--- src/rtl/lri_lane.sv ---
// One interpolation lane: registered frac*(target-base), then round and saturate.
// Standalone; instantiated once per channel by the top level.
module lri_lane #(
	parameter int SAMPLE_BITS = 16,
	parameter int FRAC_BITS   = 16
) (
	input  logic                          clk,
	input  logic                          en,
	input  logic signed [SAMPLE_BITS-1:0] base,
	input  logic signed [SAMPLE_BITS-1:0] target,
	input  logic        [FRAC_BITS-1:0]   frac,
	output logic signed [SAMPLE_BITS-1:0] result
);
	localparam int DIFF_W = SAMPLE_BITS + 1;
	localparam int PROD_W = SAMPLE_BITS + FRAC_BITS + 2;
	localparam int ACC_W  = SAMPLE_BITS + FRAC_BITS + 3;
	localparam int RND_W  = SAMPLE_BITS + 3;
	localparam logic signed [ACC_W-1:0] HALF = ACC_W'(1) << (FRAC_BITS - 1);
	localparam logic signed [RND_W-1:0] SMAX = $signed({4'b0000, {(SAMPLE_BITS-1){1'b1}}});
	localparam logic signed [RND_W-1:0] SMIN = $signed({4'b1111, {(SAMPLE_BITS-1){1'b0}}});

	logic signed [DIFF_W-1:0]      diff;
	logic signed [PROD_W-1:0]      prod_s1;
	logic signed [SAMPLE_BITS-1:0] base_s1;
	logic signed [ACC_W-1:0]       acc;
	logic signed [RND_W-1:0]       rnd;

	assign diff = DIFF_W'(target) - DIFF_W'(base);

	always_ff @(posedge clk) begin
		if (en) begin
			prod_s1 <= $signed({1'b0, frac}) * diff;
			base_s1 <= base;
		end
	end

	always_comb begin
		acc = (ACC_W'(base_s1) <<< FRAC_BITS) + ACC_W'(prod_s1) + HALF;
		rnd = $signed(acc[ACC_W-1:FRAC_BITS]);
		if (rnd > SMAX) begin
			result = SMAX[SAMPLE_BITS-1:0];
		end else if (rnd < SMIN) begin
			result = SMIN[SAMPLE_BITS-1:0];
		end else begin
			result = rnd[SAMPLE_BITS-1:0];
		end
	end
endmodule

--- config.mk ---
export PLATFORM = sky130hd
export DESIGN_NAME = lri_lane
export DESIGN_NICKNAME = d
export VERILOG_FILES = /design/src/rtl/lri_lane.sv
export SDC_FILE = /design/constraint.sdc
export NUM_CORES = 1
export LEC_CHECK = 0
export CAP_MARGIN = 20
export CORE_ASPECT_RATIO = 2
export CORE_MARGIN = 5
export CORE_UTILIZATION = 50
export DETAILED_ROUTE_END_ITERATION = 7
export DONT_BUFFER_PORTS = 1
export MAX_ROUTING_LAYER = met4
export PLACE_DENSITY = 0.64
export SLEW_MARGIN = 20
export SYNTH_ARGS = -nofsm -noshare
export SYNTH_HDL_FRONTEND = slang
export SYNTH_SLANG_ARGS = --single-unit
--- constraint.sdc ---
create_clock -name clk -period 9.2 [get_ports clk]
set_input_delay 0.92 -clock clk [delete_from_list [all_inputs] [get_ports clk]]
set_output_delay 0.92 -clock clk [all_outputs]
set_load 0.005 [all_outputs]
==> out/results.md <==
- **IO buf count** 0
- **critical-path maximum fanout** 9
- **CTS tree** built
- **number of cell rows** 84
- **Avg Inst Size Synth** 8.680 um^2
- **area occupied by multi-input gates** 10,800 um^2
- **leading cell type by number of instances after synthesis** sky130_fd_sc_hd__inv_1
- **post-route design area** 13,700 um^2
- **unrepaired setup endpoints after global routing** false
- **f_max** 115.3 MHz
- **Crit. End Element** flop
- **Tightest Pin Transition** 1076 ps
- **data required time of the worst path** 9250 ps
- **cell type with the largest total area after synthesis** sky130_fd_sc_hd__fa_1
- **detailed placer's ending HPWL** 29,070 um
- **category of the worst setup path launch point** input pin
- **largest cells by area after synthesis** sky130_fd_sc_hd__fa_1 32%, sky130_fd_sc_hd__ha_1 15%, sky130_fd_sc_hd__inv_1 8.2%
- **asr flop ratio synth** 0
- **maximum number of pins on one net before global-route repair** 36
- **Synth Cell Area** 13,230 um^2
- **number of nets at the end of the flow** 1,891
- **area after detailed placement** 13,500 um^2
- **path type of the worst setup path** in2reg
- **endpoint arrival time on the critical path** 8720 ps
- **clk buf depth** 2
- **number of synthesized register bits** 35
- **post-route antenna net violation count** 0
- **layout cells sized above 1** 0.05563
- **global router's overall resource usage** 0.2470
- **number of endpoints with negative hold slack in the final report** 0
- **average vias per placed instance** 5.643
- **number of top-level pins** 66
- **fill cell instance count of the final layout** 2,444
- **most common cell type on the critical path** sky130_fd_sc_hd__fa_1
- **Setup Total Neg Slack** 0 ps
- **total detailed-routing wirelength** 35,100 um
- **crit share post-route** 0.9427
- **remaining global-route overflow** 0
- **core area** 26,170 um^2
- **WHS** 720.7 ps
- **final weighted congestion in routability-driven placement** 0.9284
- **final core area utilization** 0.5234
- **post-CTS setup buffers** 0
- **average detailed-routed wire length per instance** 19.31 um
- **area occupied by registers** 1051 um^2
- **number of vias after detailed routing** 10.26k
- **total CTS buffers** 5
- **type of the tightest min-delay check** in2reg
- **fin crit period** 8673 ps
- **area enclosed by the die boundary** 30,000 um^2
- **number of sinks on the clock net** 35
- **result of the run** finished clean
- **1st-iter DRT viols** 604
- **most frequently used flop master after synthesis** sky130_fd_sc_hd__edfxtp_1
- **share of Yosys cell area claimed by the top area cell type** 0.3178
- **number of DRC violations after detailed routing** 0
- **leading post-synthesis cells by instance count** 290 x sky130_fd_sc_hd__inv_1, 210 x sky130_fd_sc_hd__fa_1, 192 x sky130_fd_sc_hd__nand2_1, 158 x sky130_fd_sc_hd__ha_1, 67 x sky130_fd_sc_hd__a21oi_1
- **Warnings, synthesis** 0
- **number of max-capacitance violations reported** 0
- **longest individual stage delay on the worst path** 540 ps
- **count of TritonRoute iterations in the first routing pass** 5
- **Rel. slew slack** 0.2773
- **number of enable flip-flop cells after synthesis** 35
- **synthesis-to-layout area growth** 3.547%
- **wire length of the first global-routing pass** 57,190 um
- **Final Max Slew Viols** 0
- **root buffer selected by CTS** sky130_fd_sc_hd__clkbuf_16
- **Top delay family on crit path** adder cells
- **vertical die dimension** 240.0 um
- **antenna violations before repair** 0
- **clock transition at the registers of the reported paths** 60 ps
- **Bufs and invs on worst path** 2
- **sequential share of the synthesized area** 0.07946
- **count of final setup violators** 0
- **count of antenna diodes in the layout** 0
- **distinct cell type count of the synthesized netlist** 72
- **number of H-tree branching levels** 2
- **synthesized instance count** 1,524
- **vias in the first global route** 11.08k
- **effective utilization at floorplan** 0.5055
- **Die Wd** 125.0 um
- **critical-path cell with the highest stage delay** sky130_fd_sc_hd__fa_1
- **number of nets produced by synthesis** 1,942
[layer usage]
layer  track usage  part of all wire  wire [um]  vias up
met5             -                 0          0        -
li1              -                 -          -     4740
met2        0.4728              0.56      19600      236
met3       0.02490             0.032       1121      100
met4        0.1102             0.049       1726        0
met1        0.2517              0.36      12650     5183
[worst paths after layout]
kind / from / to / slack, ps / cells past startpoint
hold / removal: base[0] / base_s1[0] / 720 / 0
setup / recovery: target[0] / prod_s1[32] / 530 / 25
[what timing repair did]
| action | CTS | global route |
|---|---|---|
| endpoints found under the hold margin | 0 | 0 |
| endpoints found under the setup margin | 0 | 3 |
| hold buffers | 0 | 0 |
| gates resized for setup | 0 | 2 |
[metrics by stage]
stage	setup slack, ps	cells
4_1_cts	390.1	1818
3_3_place_gp	222.7	1810
3_5_place_dp	85.39	1810
6_report	526.7	1818
5_1_grt	62.01	1818
2_1_floorplan	1100	1524
[sequential cells by signal (all words and copies together), names as in the netlist]
signal	cells
base_s1	16
prod_s1	19
[cell usage in the layout (no fill, tap or decap), types with 28 or more instances in the layout]
cell type	instances
sky130_fd_sc_hd__nor2_1	46
sky130_fd_sc_hd__mux2_2	30
sky130_fd_sc_hd__xnor2_1	28
sky130_fd_sc_hd__edfxtp_1	35
sky130_fd_sc_hd__o21ai_0	28
sky130_fd_sc_hd__ha_1	158
sky130_fd_sc_hd__nor2b_1	37
sky130_fd_sc_hd__fa_1	210
sky130_fd_sc_hd__a21oi_1	67
sky130_fd_sc_hd__and2_1	58
sky130_fd_sc_hd__nand2_1	192
sky130_fd_sc_hd__nand2b_1	51
sky130_fd_sc_hd__inv_1	290
[cell families (layout without fill, tap and decap cells)]
family          Yosys count  count (layout)  synth area share
buf+inv                 369             319            0.1070
mux                      48              48           0.03916
compound gates          194             194            0.1017
simple gates            464             464            0.1724
xor+xnor                 46              46           0.03301
flops                    35              35           0.07946
fa+ha+maj               368             368            0.4673
[layout make-up]
type                       count  area share
clock buffer                   5    0.009135
clock inverter                 3    0.003471
inverter                     290     0.07947
multi-input combinational   1120      0.7883
sequential                    35     0.07673
tap                          344     0.03142
timing repair buffer          21     0.01151
Power is not shown: default switching activity piles up to over one toggle a cycle in this logic, so the estimate is an artifact.
