==> config.mk <==
export PLATFORM = sky130hd
export DESIGN_NAME = lri_merge_flat
export DESIGN_NICKNAME = d
export VERILOG_FILES = /design/src/rtl/lri_pkg.sv /design/src/rtl/lri_out_if.sv /design/src/rtl/lri_merge.sv /design/src/flat_wrapper.sv
export SDC_FILE = /design/constraint.sdc
export NUM_CORES = 1
export LEC_CHECK = 0
export BUFFER_PORTS_ARGS = -buffer_cell sky130_fd_sc_hd__buf_2
export CAP_MARGIN = 5
export CORE_ASPECT_RATIO = 0.9
export CORE_UTILIZATION = 45
export CTS_BUF_LIST = sky130_fd_sc_hd__clkbuf_4
export DETAILED_ROUTE_END_ITERATION = 8
export GPL_TIMING_DRIVEN = 0
export HOLD_SLACK_MARGIN = 0.05
export PLACE_DENSITY = 0.82
export SETUP_SLACK_MARGIN = 0.5
export SYNTH_ARGS = -nofsm -noshare
export SYNTH_HDL_FRONTEND = slang
export SYNTH_SLANG_ARGS = --single-unit
==> constraint.sdc <==
create_clock -name clk -period 4.6 [get_ports clk]
set_clock_uncertainty 0.1 [all_clocks]
set_input_delay 0.92 -clock clk [delete_from_list [all_inputs] [get_ports clk]]
set_output_delay 0.92 -clock clk [all_outputs]
set_load 0.1 [all_outputs]
==> src/rtl/lri_pkg.sv <==
// Shared types and constants of the linear interpolation resampler.
// No dependencies; imported by the controller, merge stage and top level.
package lri_pkg;

	localparam int STEP_W = 21;
	localparam int CHAN_W = 2;
	localparam int APB_AW = 3;
	localparam int APB_DW = 32;

	localparam logic [STEP_W-1:0] STEP_MIN   = STEP_W'(2048);
	localparam logic [STEP_W-1:0] STEP_RESET = STEP_W'(65536);
	localparam logic [CHAN_W-1:0] CHAN_RESET = CHAN_W'(2);
	localparam logic [CHAN_W-1:0] CHAN_MONO  = CHAN_W'(1);

	typedef enum logic {
		REG_STEP_RATIO    = 1'b0,
		REG_CHANNEL_COUNT = 1'b1
	} lri_reg_t;

	typedef struct packed {
		logic valid;
		logic run_end;
		logic stereo;
	} lri_issue_t;

endpackage

==> src/rtl/lri_out_if.sv <==
// Output stream channel of the resampler: one interpolated frame per item.
// Standalone; used by the merge stage and the top level.
interface lri_out_if #(
	parameter int SAMPLE_BITS = 16
);
	logic                          valid;
	logic                          ready;
	logic signed [SAMPLE_BITS-1:0] out_ch0;
	logic signed [SAMPLE_BITS-1:0] out_ch1;
	logic                          run_end;

	modport source (output valid, output out_ch0, output out_ch1, output run_end,
		input ready);
	modport sink (input valid, input out_ch0, input out_ch1, input run_end,
		output ready);
endinterface

==> src/rtl/lri_merge.sv <==
// Merge stage: carries the issue tags alongside the lanes, combines lane
// results into one output item and holds it until taken. Depends on lri_pkg, lri_out_if.
module lri_merge #(
	parameter int SAMPLE_BITS = 16
) (
	input  logic                          clk,
	input  logic                          arst_n,
	input  lri_pkg::lri_issue_t           issue,
	input  logic signed [SAMPLE_BITS-1:0] lane_res [2],
	output logic                          en,
	lri_out_if.source                     out_item
);
	import lri_pkg::*;

	lri_issue_t                    info_s1;
	logic                          out_valid_q;
	logic signed [SAMPLE_BITS-1:0] ch0_q;
	logic signed [SAMPLE_BITS-1:0] ch1_q;
	logic                          run_end_q;

	assign en = !out_valid_q || out_item.ready;

	always_ff @(posedge clk or negedge arst_n) begin
		if (!arst_n) begin
			info_s1     <= '0;
			out_valid_q <= 1'b0;
		end else if (en) begin
			info_s1     <= issue;
			out_valid_q <= info_s1.valid;
		end
	end

	always_ff @(posedge clk) begin
		if (en && info_s1.valid) begin
			ch0_q     <= lane_res[0];
			ch1_q     <= info_s1.stereo ? lane_res[1] : '0;
			run_end_q <= info_s1.run_end;
		end
	end

	assign out_item.valid   = out_valid_q;
	assign out_item.out_ch0 = ch0_q;
	assign out_item.out_ch1 = ch1_q;
	assign out_item.run_end = run_end_q;
endmodule

==> src/flat_wrapper.sv <==
// flat-port wrapper written by rule: the top's interface ports become plain ports
module lri_merge_flat import lri_pkg::*;
#(
	parameter int SAMPLE_BITS = 16
)
  (clk, arst_n, issue, lane_res, en, out_item_valid, out_item_out_ch0, out_item_out_ch1, out_item_run_end, out_item_ready);
  lri_out_if #(.SAMPLE_BITS(SAMPLE_BITS)) out_item_i ();
  input  logic clk;
  input  logic arst_n;
  input  lri_pkg::lri_issue_t issue;
  input  logic signed [SAMPLE_BITS-1:0] lane_res[2];
  output logic en;
  output wire logic [$bits(out_item_i.valid)-1:0] out_item_valid;
  output wire logic [$bits(out_item_i.out_ch0)-1:0] out_item_out_ch0;
  output wire logic [$bits(out_item_i.out_ch1)-1:0] out_item_out_ch1;
  output wire logic [$bits(out_item_i.run_end)-1:0] out_item_run_end;
  input wire logic [$bits(out_item_i.ready)-1:0] out_item_ready;
  assign out_item_valid = out_item_i.valid;
  assign out_item_out_ch0 = out_item_i.out_ch0;
  assign out_item_out_ch1 = out_item_i.out_ch1;
  assign out_item_run_end = out_item_i.run_end;
  assign out_item_i.ready = out_item_ready;
  lri_merge #(.SAMPLE_BITS(SAMPLE_BITS)) u_core (.clk(clk), .arst_n(arst_n), .issue(issue), .lane_res(lane_res), .en(en), .out_item(out_item_i));
endmodule
==> impl_metrics.sql <==
INSERT INTO impl_metrics (metric_group, metric, value, unit) VALUES
('sta', 'setup_viol', '0', ''),
('worst_setup_path', 'critPathKind', 'in -> out', ''),
('worst_setup_path', 'rr_endpoint', 'u_core.out_item.out_ch0[10]$_DFFE_PP_', ''),
('global_route', 'globalRouteOverflowTotal', '0', ''),
('power', 'power.density_cell_area', '504', 'nW/um^2'),
('cts', 'tritoncts', 'built', ''),
('cts', 'clkLatencyLatePin', '0.32', 'ns'),
('yosys', 'synth.distinct_cells', '8', ''),
('sta', 'worst_slew_pin_slew', '0.732', 'ns'),
('power', 'power.leakage', '0.000773', 'uW'),
('worst_setup_path', 'critical_path.endpoint', 'en', ''),
('yosys', 'yosysMostFrequentCell', 'edfxtp_1', ''),
('floorplan', 'io_pins', '73', ''),
('drt', 'drtAntennaViolNets', '0', ''),
('sta', 'post-route-worst-setup-slack', '1.94', 'ns'),
('flow_run', 'max_cap_viol_count', '0', ''),
('yosys', 'netlist_area', '1280', 'um^2'),
('yosys', 'synthesis.yosys.warnings', '0', ''),
('power', 'internal_pwr_total', '511', 'uW'),
('global_route', 'pin_count_of_the_biggest_net_entering_global_routing', '34', ''),
('final_layout', 'final_layout_size_suffix_gt1_frac', '0.603', ''),
('placed_design', 'port_buffers', '72', ''),
('power', 'sw_frac_of_total', '0.416', ''),
('sta', 'final.setup.tns', '0', 'ns'),
('worst_setup_path', 'critPathMostFrequentCell', 'buf_2', ''),
('power', 'clock_group_share_of_total_power', '0.173', ''),
('drt', 'detail_route.first_pass.iterations', '4', ''),
('worst_hold_path', 'hp-class', 'in -> async', ''),
('drt', 'vias', '781', ''),
('drt', 'wl', '2170', 'um'),
('cts', 'holdBufCountCts', '0', ''),
('sta', 'timing.final.hold_violations', '0', ''),
('power', 'p_sw', '364', 'uW'),
('status', 'result_of_the_run', 'finished clean', ''),
('placed_design', 'place_hpwl', '1630', 'um'),
('yosys', 'synth_top_cells_by_area', 'edfxtp_1, and2_1, dfrtp_1', ''),
('yosys', 'synth.yosys.seq_area_share', '0.853', ''),
('yosys', 'ys_async_sr_fraction', '0.108', ''),
('worst_setup_path', 'ordered_cell_list_for_the_critical_path', 'buf_2 -> nand2b_4 -> buf_6 -> buf_2', ''),
('drt', 'post-route-drc-count', '0', ''),
('drt', 'wire_per_inst', '12.1', 'um'),
('worst_setup_path', 'cp-startpoint', 'out_item_ready', ''),
('worst_setup_path', 'crit_fanout', '6', ''),
('final_layout', 'syn2layout_area_growth', '35.9', '%'),
('worst_setup_path', 'timing.critical_path.to_type', 'output port', ''),
('sta', 'slew-limit-headroom', '0.512', ''),
('floorplan', 'core', '2570', 'um^2'),
('worst_setup_path', 'worst_r2r_path_depth', '3', ''),
('sta', 'final.period_utilization', '0.578', ''),
('sta', 'rsz0062_at_grt', 'false', ''),
('floorplan', 'dieWidth', '58.2', 'um'),
('sta', 'final-max-slew-violation-count', '0', ''),
('yosys', 'average_footprint_of_a_synthesized_cell', '21.0', 'um^2'),
('floorplan', 'die_height', '52.6', 'um'),
('sta', 'final.min_clock_period', '2.66', 'ns'),
('global_route', 'grt_pass1_vias', '758', ''),
('cts', 'clkSinkCount', '37', ''),
('floorplan', 'initial_standard_cell_utilization_of_the_core', '0.497', ''),
('yosys', 'synthesis.instances', '61', ''),
('placed_design', 'weighted_congestion_at_the_end_of_routability_driven_global_placement', '0.672', ''),
('yosys', 'synth_ff_type', 'edfxtp_1', ''),
('worst_setup_path', 'cp.arrival', '1.64', 'ns'),
('worst_setup_path', 'slowest_stage', 'buf_2', ''),
('power', 'sequential_share_of_power', '0.480', ''),
('worst_setup_path', 'reg2reg_setup_slack', '2.87', 'ns'),
('yosys', 'synth.net_count', '99', ''),
('global_route', 'grt_first_pass_wirelength', '3200', 'um'),
('yosys', 'yosys_register_bits', '37', ''),
('cts', 'cts_max_path_buffers', '2', ''),
('cts', 'clock_tree.htree_level_count', '2', ''),
('placed_design', 'dpl_worst_slack', '1.76', 'ns');
[power groups by stage]
stage	clock network (uW)	logic [uW]	registers, uW
finish	152	303	420
global route	172	313	424
CTS	158	305	422
detailed placement	0	305	429
global placement	0	301	428
floorplan	0	38.2	645
[placed cells by master (no fill, tap or decap)]
cell,count
and2_1,16
and2_2,1
buf_2,73
buf_6,1
clkbuf_4,5
clkinv_1,2
clkinv_2,1
dfrtp_1,4
edfxtp_1,33
mux2_4,3
nand2b_1,1
nand2b_4,1
[worst min path at each step]
stage,to,slack [ns]
floorplan,u_core.out_item.run_end$_DFFE_PP_,0.33
global placement,u_core.out_item.run_end$_DFFE_PP_,0.35
detailed placement,u_core.out_item.run_end$_DFFE_PP_,0.35
CTS,u_core.info_s1[1]$_DFFE_PN0P_,0.26
global route,u_core.info_s1[1]$_DFFE_PN0P_,0.25
finish,u_core.info_s1[1]$_DFFE_PN0P_,0.28
[per-layer routing]
metal / part of all wire / GRT usage / vias to the layer above / wire (um)
li1: - / - / 378 / -
met2: 0.56 / 0.293 / 55 / 1210
met3: 0.10 / 0.0765 / 0 / 222
met5: 0 / 0 / - / 0
met1: 0.34 / 0.135 / 348 / 734
met4: 0 / 0.0476 / 0 / 0
[cells by family (layout without fill, tap and decap cells)]
family | Yosys count | count (layout) | synth area share
buffers and inverters | 2 | 82 | 0.0127
multiplexers | 3 | 3 | 0.0352
flip-flops | 37 | 37 | 0.853
AND/OR/NAND/NOR | 19 | 19 | 0.0988
[cell type report]
cell class / instances / area [um^2] / share of cell area
Buffer: 2 / 16.3 / 0.00936
Clock buffer: 5 / 37.5 / 0.0216
Clock inverter: 3 / 12.5 / 0.00720
Multi-Input combinational cell: 22 / 173 / 0.0994
Sequential cell: 37 / 1090 / 0.628
Tap cell: 38 / 47.5 / 0.0274
Timing Repair Buffer: 72 / 360 / 0.207
[critical path: cells and delay by family]
family / cells / cell delay, ns
and+or+nand+nor: 1 / 0.11
buffers and inverters: 3 / 0.61
[flip-flops by register name (all words and copies together) (netlist names)]
name and count:
u_core.out_item.valid 1, u_core.out_item.run_end 1, u_core.info_s1 3, u_core.out_item.out_ch0 16, u_core.out_item.out_ch1 16
[through the flow]
step | instances | util | cell area, um^2 | hold slack, ns
2_1_floorplan | 61 | - | 1280 | 0.325
3_3_place_gp | 171 | 0.655 | 1690 | 0.346
3_5_place_dp | 171 | 0.655 | 1690 | 0.351
4_1_cts | 179 | 0.675 | 1740 | 0.261
5_1_grt | 179 | 0.675 | 1740 | 0.247
6_report | 179 | 0.675 | 1740 | 0.280
Power figures use the tool's default switching activity.
