===== src/rtl/lri_pkg.sv =====
// Shared types and constants of the linear interpolation resampler.
// No dependencies; imported by the controller, merge stage and top level.
package lri_pkg;

	localparam int STEP_W = 21;
	localparam int CHAN_W = 2;
	localparam int APB_AW = 3;
	localparam int APB_DW = 32;

	localparam logic [STEP_W-1:0] STEP_MIN   = STEP_W'(2048);
	localparam logic [STEP_W-1:0] STEP_RESET = STEP_W'(65536);
	localparam logic [CHAN_W-1:0] CHAN_RESET = CHAN_W'(2);
	localparam logic [CHAN_W-1:0] CHAN_MONO  = CHAN_W'(1);

	typedef enum logic {
		REG_STEP_RATIO    = 1'b0,
		REG_CHANNEL_COUNT = 1'b1
	} lri_reg_t;

	typedef struct packed {
		logic valid;
		logic run_end;
		logic stereo;
	} lri_issue_t;

endpackage


===== src/rtl/lri_in_if.sv =====
// Input stream channel of the resampler: one frame of samples per item.
// Standalone; used by the controller and the top level.
interface lri_in_if #(
	parameter int SAMPLE_BITS = 16
);
	logic                          valid;
	logic                          ready;
	logic signed [SAMPLE_BITS-1:0] sample_ch0;
	logic signed [SAMPLE_BITS-1:0] sample_ch1;
	logic                          last_frame;

	modport source (output valid, output sample_ch0, output sample_ch1, output last_frame,
		input ready);
	modport sink (input valid, input sample_ch0, input sample_ch1, input last_frame,
		output ready);
endinterface


===== src/rtl/lri_ctrl.sv =====
// Sequencer: holds previous and current frame and the phase accumulator,
// issues one output position per cycle to the lanes while en is high. Depends on lri_pkg, lri_in_if.
module lri_ctrl #(
	parameter int SAMPLE_BITS = 16,
	parameter int FRAC_BITS   = 16
) (
	input  logic                          clk,
	input  logic                          arst_n,
	input  logic                          en,
	input  logic [lri_pkg::STEP_W-1:0]    step_ratio,
	input  logic                          stereo,
	lri_in_if.sink                        in_item,
	output lri_pkg::lri_issue_t           issue,
	output logic signed [SAMPLE_BITS-1:0] base [2],
	output logic signed [SAMPLE_BITS-1:0] target [2],
	output logic        [FRAC_BITS-1:0]   frac
);
	import lri_pkg::*;

	localparam int PH_W = ((FRAC_BITS > STEP_W) ? FRAC_BITS : STEP_W) + 2;
	localparam logic [PH_W-1:0] ONE = PH_W'(1) << FRAC_BITS;
	localparam logic [PH_W-1:0] TWO = PH_W'(1) << (FRAC_BITS + 1);

	typedef enum logic [1:0] {
		ST_IDLE,
		ST_LERP,
		ST_HOLD
	} state_t;

	state_t                        state_q;
	logic [PH_W-1:0]               phase_q;
	logic                          have_prev_q;
	logic                          last_q;
	logic signed [SAMPLE_BITS-1:0] prev_q [2];
	logic signed [SAMPLE_BITS-1:0] cur_q [2];

	logic [STEP_W-1:0] step_eff;
	logic [PH_W-1:0]   nxt;
	logic              below;

	assign step_eff = (step_ratio < STEP_MIN) ? STEP_MIN : step_ratio;
	assign nxt      = phase_q + PH_W'(step_eff);
	assign below    = phase_q < ONE;
	assign in_item.ready = (state_q == ST_IDLE);

	always_comb begin
		issue.valid   = 1'b0;
		issue.run_end = 1'b0;
		issue.stereo  = stereo;
		base          = prev_q;
		target        = cur_q;
		frac          = phase_q[FRAC_BITS-1:0];
		unique case (state_q)
			ST_IDLE: begin
			end
			ST_LERP: begin
				issue.valid   = below;
				issue.run_end = (nxt >= ONE) && (!last_q || nxt >= TWO);
			end
			ST_HOLD: begin
				issue.valid   = below;
				issue.run_end = nxt >= ONE;
				base          = cur_q;
				frac          = '0;
			end
			default: begin
			end
		endcase
	end

	always_ff @(posedge clk or negedge arst_n) begin
		if (!arst_n) begin
			state_q     <= ST_IDLE;
			phase_q     <= '0;
			have_prev_q <= 1'b0;
			last_q      <= 1'b0;
			prev_q[0]   <= '0;
			prev_q[1]   <= '0;
		end else begin
			unique case (state_q)
				ST_IDLE: begin
					if (in_item.valid) begin
						last_q <= in_item.last_frame;
						if (have_prev_q) begin
							state_q <= ST_LERP;
						end else begin
							phase_q <= '0;
							if (in_item.last_frame) begin
								state_q <= ST_HOLD;
							end else begin
								have_prev_q <= 1'b1;
								prev_q[0]   <= in_item.sample_ch0;
								prev_q[1]   <= stereo ? in_item.sample_ch1 : '0;
							end
						end
					end
				end
				ST_LERP: begin
					if (en) begin
						if (below) begin
							phase_q <= nxt;
						end else begin
							phase_q <= phase_q - ONE;
							if (last_q) begin
								state_q <= ST_HOLD;
							end else begin
								prev_q[0] <= cur_q[0];
								prev_q[1] <= stereo ? cur_q[1] : '0;
								state_q   <= ST_IDLE;
							end
						end
					end
				end
				ST_HOLD: begin
					if (en) begin
						if (below) begin
							phase_q <= nxt;
						end else begin
							phase_q     <= '0;
							have_prev_q <= 1'b0;
							prev_q[0]   <= '0;
							prev_q[1]   <= '0;
							state_q     <= ST_IDLE;
						end
					end
				end
				default: state_q <= ST_IDLE;
			endcase
		end
	end

	always_ff @(posedge clk) begin
		if (in_item.valid && in_item.ready) begin
			cur_q[0] <= in_item.sample_ch0;
			cur_q[1] <= in_item.sample_ch1;
		end
	end
endmodule


===== src/flat_wrapper.sv =====
// flat-port wrapper written by rule: the top's interface ports become plain ports
module lri_ctrl_flat import lri_pkg::*;
#(
	parameter int SAMPLE_BITS = 16,
	parameter int FRAC_BITS   = 16
)
  (clk, arst_n, en, step_ratio, stereo, issue, base, target, frac, in_item_valid, in_item_sample_ch0, in_item_sample_ch1, in_item_last_frame, in_item_ready);
  lri_in_if #(.SAMPLE_BITS(SAMPLE_BITS)) in_item_i ();
  input  logic clk;
  input  logic arst_n;
  input  logic en;
  input  logic [lri_pkg::STEP_W-1:0] step_ratio;
  input  logic stereo;
  output lri_pkg::lri_issue_t issue;
  output logic signed [SAMPLE_BITS-1:0] base[2];
  output logic signed [SAMPLE_BITS-1:0] target[2];
  output logic        [FRAC_BITS-1:0] frac;
  input wire logic [$bits(in_item_i.valid)-1:0] in_item_valid;
  input wire logic [$bits(in_item_i.sample_ch0)-1:0] in_item_sample_ch0;
  input wire logic [$bits(in_item_i.sample_ch1)-1:0] in_item_sample_ch1;
  input wire logic [$bits(in_item_i.last_frame)-1:0] in_item_last_frame;
  output wire logic [$bits(in_item_i.ready)-1:0] in_item_ready;
  assign in_item_i.valid = in_item_valid;
  assign in_item_i.sample_ch0 = in_item_sample_ch0;
  assign in_item_i.sample_ch1 = in_item_sample_ch1;
  assign in_item_i.last_frame = in_item_last_frame;
  assign in_item_ready = in_item_i.ready;
  lri_ctrl #(.SAMPLE_BITS(SAMPLE_BITS), .FRAC_BITS(FRAC_BITS)) u_core (.clk(clk), .arst_n(arst_n), .en(en), .step_ratio(step_ratio), .stereo(stereo), .in_item(in_item_i), .issue(issue), .base(base), .target(target), .frac(frac));
endmodule

===== config.mk =====
export PLATFORM = sky130hd
export DESIGN_NAME = lri_ctrl_flat
export DESIGN_NICKNAME = d
export VERILOG_FILES = /design/src/rtl/lri_pkg.sv /design/src/rtl/lri_in_if.sv /design/src/rtl/lri_ctrl.sv /design/src/flat_wrapper.sv
export SDC_FILE = /design/constraint.sdc
export NUM_CORES = 1
export LEC_CHECK = 0
export BUFFER_PORTS_ARGS = -buffer_cell sky130_fd_sc_hd__buf_4
export CORE_ASPECT_RATIO = 1.1
export CORE_MARGIN = 2
export CORE_UTILIZATION = 50
export DETAILED_ROUTE_END_ITERATION = 7
export PLACE_DENSITY = 0.83
export SLEW_MARGIN = 0
export SYNTH_ARGS = -nofsm -noshare
export SYNTH_HDL_FRONTEND = slang
export SYNTH_SLANG_ARGS = --single-unit

===== constraint.sdc =====
create_clock -name clk -period 5.7 [get_ports clk]
set_clock_uncertainty 0.2 [all_clocks]
set_input_delay 1.14 -clock clk [delete_from_list [all_inputs] [get_ports clk]]
set_output_delay 1.14 -clock clk [all_outputs]
set_load 0.02 [all_outputs]

==> flow_summary.toml, run 1 <==
[cells_and_area]
diodes = 0
final_area_sq_um = 7470
fillers = 932
fin_nets = 860
layout-drive-gt1-share_pct = 31.5
area_growth_pct = 26.8
multi_input_area_sq_um = 3220
layout.area.seq_sq_um = 2440

[floorplan]
die_h_um = 118
ios = 143
coreArea_sq_um = 11500
die_area_sq_um = 12700
rows = 41
initial_core_util_pct = 51.3
die_w_um = 108

[worst_setup_path]
cp-end-kind = "primary output"
cp-endpoint = "issue[1]"
path_buf_inv = 6
critical_path_depth = 18
reg2reg_to = "u_core.phase_q[10]"
critPathRequiredTime_ns = 4.36
r2r_slack_ns = 2.23
cpMaxStageDelayCell = "fa_2"
crit_top_cell = "buf_4"
reg2reg_from = "u_core.state_q[0]"
path_class = "in -> out"
critPathLaunchType = "input pin"
startpoint = "step_ratio[20]"
path_delay_family = "buffers and inverters"
crit_chain = "buf_8, nor4_4, buf_4, nand3_2, buf_6, and2_4, ha_4, fa_2, a211oi_2, o211ai_1, buf_4, buf_6, a21oi_2, o21ai_2, xor2_2, nor4b_4, a31oi_2, buf_4"
ff2ff_path_depth = 8
crit_arrival_ns = 4.30
cp_slowest_stage_delay_ns = 0.36
cp_max_fo = 7

[cts]
cts_hold_buf = 0
cts_sinks = 91
cts_tree = "built"
clk_latency_ns = 0.34
clk_pin_slew_ns = 0.06
cts_root_buf = "clkbuf_16"
cts.path.max_buffers = 2
htreeDepth = 3
cts_buffers = 9

[logic_synthesis]
synth_edf_count = 32
synth_fp_nets = 733
synth_most_common_cell = "nand2_1"
synthDistinctLibCells = 63
netlist_instances = 647
async_reset_ff_share_pct = 64.8
synth_commonest_cells = "nand2_1 (104), o21ai_0 (70), dfrtp_1 (59), a21oi_1 (46)"
synth_top_area_share_pct = 25.1
yosys_warnings = 0
ys_seq_area_share_pct = 41.4
synth_top_area_cell = "dfrtp_1"
synth-seq-cells = 91
synth_area_sq_um = 5890
ys.flop_type = "dfrtp_1"
avgSynthCellArea_sq_um = 9.11
synth_area_leaders = "dfrtp_1 (25%), edfxtp_1 (16%), nand2_1 (6.6%), mux2_2 (6.3%), o21ai_0 (5.9%)"

[route]
drt_first_pass_iters = 5
drc = 0
wire_per_inst_um = 17.2
route.vias.total = 5368
wirelength_mm = 15.9
drtAntennaViolNets = 0
viasPerCell = 5.78
drt_iter0_markers = 287

[global_route]
grtUsageTotal_pct = 25.2
grt-ovfl-total = 0
antenna_found_initial = 0
grt_pass1_wl_mm = 25.6
first_global_vias = 5214
grt_start_max_net_pins = 65

[power_and_ir_drop]
peakVddDrop_v = 0.000484
leakagePower_nw = 3.37
power_mw = 4.21
p_per_area_nw_per_um2 = 564

[timing]
fmax_ghz = 0.177
slew_headroom_pct = 11.8
min_period_over_period_pct = 98.9
drv_slew = 0
setup_viol = 0
rsz0062_at_grt = "true"
setup_tns_ns = 0
finalHoldViolCount = 0
tightest_slew_ns = 1.32
final.min_clock_period_ns = 5.64

[run]
drv_cap = 0

[min_path]
worstHoldStart = "u_core.prev_q[25]"
hp-class = "reg -> reg"

[placement]
place_area_sq_um = 7030
io_buffers = 142
routabilityCongestion = 0.969
post-dp-hpwl_mm = 11.4

[outcome]
status = "complete, no violations"
==> sequential cells by signal (all words and copies together), names as in the netlist <==
signal	cells
u_core.have_prev_q	1
u_core.prev_q	32
u_core.target	32
u_core.phase_q	23
u_core.state_q	2
u_core.last_q	1
==> power breakdown <==
part | leakage, nW | switching [mW] | internal [mW]
clock network | 0.124 | 0.251 | 0.298
logic | 2.17 | 1.57 | 1.01
registers | 1.08 | 0.169 | 0.916
total | 3.37 | 1.99 | 2.22
==> worst min path at each step <==
stage	endpoint	slack, ns	depth (start not counted)
4_1_cts	u_core.prev_q[25]	0.29	2
3_5_place_dp	u_core.prev_q[25]	0.28	2
2_1_floorplan	u_core.prev_q[17]	0.24	2
5_1_grt	u_core.prev_q[15]	0.32	2
3_3_place_gp	u_core.prev_q[10]	0.26	2
6_report	u_core.prev_q[25]	0.28	2
==> placed cells by master (no fill, tap or decap), drive strengths merged, types with 11 or more instances in the layout <==
master / Yosys / final
ha: 26 / 26
nor2: 13 / 13
clkbuf: 34 / 11
edfxtp: 32 / 32
and2: 16 / 16
a211oi: 11 / 11
a21oi: 46 / 46
buf: 13 / 163
dfrtp: 59 / 59
o21ai: 78 / 78
nand2: 105 / 105
mux2: 33 / 33
inv: 29 / 31
nor2b: 33 / 33
==> area by class of cell <==
cell class                 count  share of cell area, %
clock inverter                 5                  0.486
tap                          150                   2.51
sequential                    91                   32.6
clock buffer                  11                   3.12
timing repair buffer         163                   16.6
inverter                      30                   1.52
multi-input combinational    479                   43.1
==> per-stage QoR <==
stage | util (%) | setup WS (ns) | instances | hold slack [ns]
final | 65.0 | 0.0618 | 929 | 0.281
after global routing | 65.0 | -0.0578 | 929 | 0.316
after CTS | 64.0 | 0.0307 | 928 | 0.290
after detailed placement | 61.1 | -0.161 | 908 | 0.276
after global placement | 61.1 | -0.122 | 908 | 0.259
after floorplan | - | 0.273 | 647 | 0.245
==> tightest hold or removal path, cell delays in order, from the launching register on <==
cell,delay [ns]
dfrtp_1,0.34
nand2_1,0.04
o21ai_0,0.06
==> logic make-up after synthesis <==
family | after synthesis | share of synthesized area (%)
flops | 91 | 41.4
fa+ha+maj | 27 | 5.86
simple gates | 209 | 17.5
buf+inv | 77 | 6.18
xor+xnor | 18 | 2.68
compound gates | 192 | 20.1
mux | 33 | 6.31
==> metal layers <==
metal	global-route usage (%)	up-vias	part of all wire [%]
met3	5.15	45	7.1
met4	9.70	0	2.8
met5	0	-	0
met2	42.9	232	51
met1	31.1	2547	40
li1	-	2544	-
==> what timing repair did <==
item	in CTS	in global routing
buffers inserted	4	1
resized for setup	7	20
endpoints found under the setup margin	1	1
pin swaps	8	13
No activity file was read; power rests on OpenSTA's default activity.
==> inputs of run 2 (changes only) <==
==> constraint.sdc (replaced) <==
create_clock -name clk -period 6.7 [get_ports clk]
set_clock_uncertainty 0.2 [all_clocks]
set_input_delay 1.34 -clock clk [delete_from_list [all_inputs] [get_ports clk]]
set_output_delay 1.34 -clock clk [all_outputs]
set_load 0.02 [all_outputs]
==> flow_summary.toml, run 2 (same netlist as run 1, synthesis figures left out) <==
[outcome]
status = "complete, no violations"

[global_route]
grtUsageTotal_pct = 24.9
grt_pass1_wl_mm = 25.3
antenna_found_initial = 0
grt_start_max_net_pins = 60
first_global_vias = 5095
grt-ovfl-total = 0

[cells_and_area]
layout-drive-gt1-share_pct = 28.0
fin_nets = 844
final_area_sq_um = 7230
multi_input_area_sq_um = 3110
area_growth_pct = 22.7
layout_common_cells = "buf_4 (147), nand2_1 (104), o21ai_0 (70), dfrtp_1 (59), a21oi_1 (46)"
final_common_cell = "buf_4"
layout.area.seq_sq_um = 2440
fillers = 938
diodes = 0

[timing]
final.min_clock_period_ns = 6.43
rsz0062_at_grt = "false"
tightest_slew_ns = 1.24
setup_tns_ns = 0
hold_ws_ns = 0.279
finalHoldViolCount = 0
fmax_ghz = 0.156
setup_viol = 0
drv_slew = 0
slew_headroom_pct = 17.7
min_period_over_period_pct = 96.0

[worst_setup_path]
cp_max_fo = 6
critical_path_depth = 14
crit_arrival_ns = 4.89
cp-end-kind = "primary output"
cp_slowest_stage_delay_ns = 0.43
critPathRequiredTime_ns = 5.16
path_delay_family = "compound AO/OA/AOI/OAI gates"
path_buf_inv = 2
critPathLaunchType = "input pin"
crit_chain = "buf_4, nor4_2, nand3_1, and2_1, ha_1, fa_1, a211oi_1, o211ai_1, a21o_2, a211oi_1, a31oi_1, nor4b_2, a31oi_1, buf_4"
ff2ff_path_depth = 8
cpMaxStageDelayCell = "fa_1"
path_class = "in -> out"

[placement]
post-dp-hpwl_mm = 11.5
place_area_sq_um = 6940
routabilityCongestion = 0.931
io_buffers = 142

[floorplan]
coreArea_sq_um = 11500
die_area_sq_um = 12700
die_w_um = 108
die_h_um = 118
initial_core_util_pct = 51.3
rows = 41
ios = 143

[cts]
clk_latency_ns = 0.34
cts_buffers = 9
cts_tree = "built"
clk_pin_slew_ns = 0.07
htreeDepth = 3
cts_sinks = 91
cts_root_buf = "clkbuf_16"
post-cts-setup-buffer-count = 0
cts.path.max_buffers = 2

[route]
drtAntennaViolNets = 0
drc = 0
wirelength_mm = 15.6
drt_first_pass_iters = 7
drt_iter0_markers = 285
route.vias.total = 5180
viasPerCell = 5.67
wire_per_inst_um = 17.1

[power_and_ir_drop]
p_per_area_nw_per_um2 = 485
peakVddDrop_v = 0.000282
leakagePower_nw = 3.27

[min_path]
hp-class = "reg -> reg"
holdPathStages = 2

[run]
drv_cap = 0
[run 2: layout make-up]
| cell class | instances | area share (%) |
|---|---|---|
| clock inverter | 6 | 0.692 |
| timing repair buffer | 147 | 15.3 |
| inverter | 30 | 1.57 |
| multi-input combinational | 479 | 43.0 |
| tap | 150 | 2.60 |
| sequential | 91 | 33.7 |
| clock buffer | 10 | 3.17 |
[run 2: per-stage QoR]
step	std cells	utilization [%]	power, mW	worst slack [ns]
after floorplan	647	-	2.43	0.873
after global placement	897	60.4	2.96	0.272
after detailed placement	897	60.4	3.02	0.154
after CTS	913	62.9	3.51	0.132
after global routing	913	62.9	3.75	0.103
final	913	62.9	3.51	0.270
[run 2: final timing paths]
kind                              startpoint  slack (ns)                 to
hold reg to reg             u_core.prev_q[4]        0.28   u_core.prev_q[4]
hold / removal              u_core.prev_q[4]        0.28   u_core.prev_q[4]
setup reg to reg           u_core.state_q[0]        3.28  u_core.phase_q[2]
min in group asynchronous             arst_n        0.88  u_core.phase_q[5]
setup / recovery              step_ratio[20]        0.27           issue[1]
max in group asynchronous             arst_n        4.91   u_core.prev_q[7]
[run 2: per-layer routing]
| layer | wire, um | track usage (%) | vias up | part of all wire (%) |
|---|---|---|---|---|
| li1 | - | - | 2515 | - |
| met1 | 6430 | 31.4 | 2429 | 41 |
| met2 | 7850 | 42.6 | 206 | 50 |
| met3 | 991 | 4.82 | 30 | 6.4 |
| met4 | 296 | 7.77 | 0 | 1.9 |
| met5 | 0 | 0 | - | 0 |
[run 2: where the power goes]
part	switching (mW)	internal [mW]
logic	1.29	0.812
registers	0.141	0.779
clock network	0.227	0.256
total	1.66	1.85
[run 2: worst reg2reg max path, cell delays in order (launching register included)]
cell and delay (ns):
dfrtp_1 0.40, inv_1 0.09, ha_2 0.32, buf_4 0.35
nor2_2 0.27, nor2_1 0.09, nor3_2 0.53, nand2_1 0.64
o31ai_1 0.45
[run 2: what timing repair did]
action | in CTS | in global routing
hold buffers | 0 | 0
endpoints found under the setup margin | 0 | 1
gates resized for setup | 0 | 1
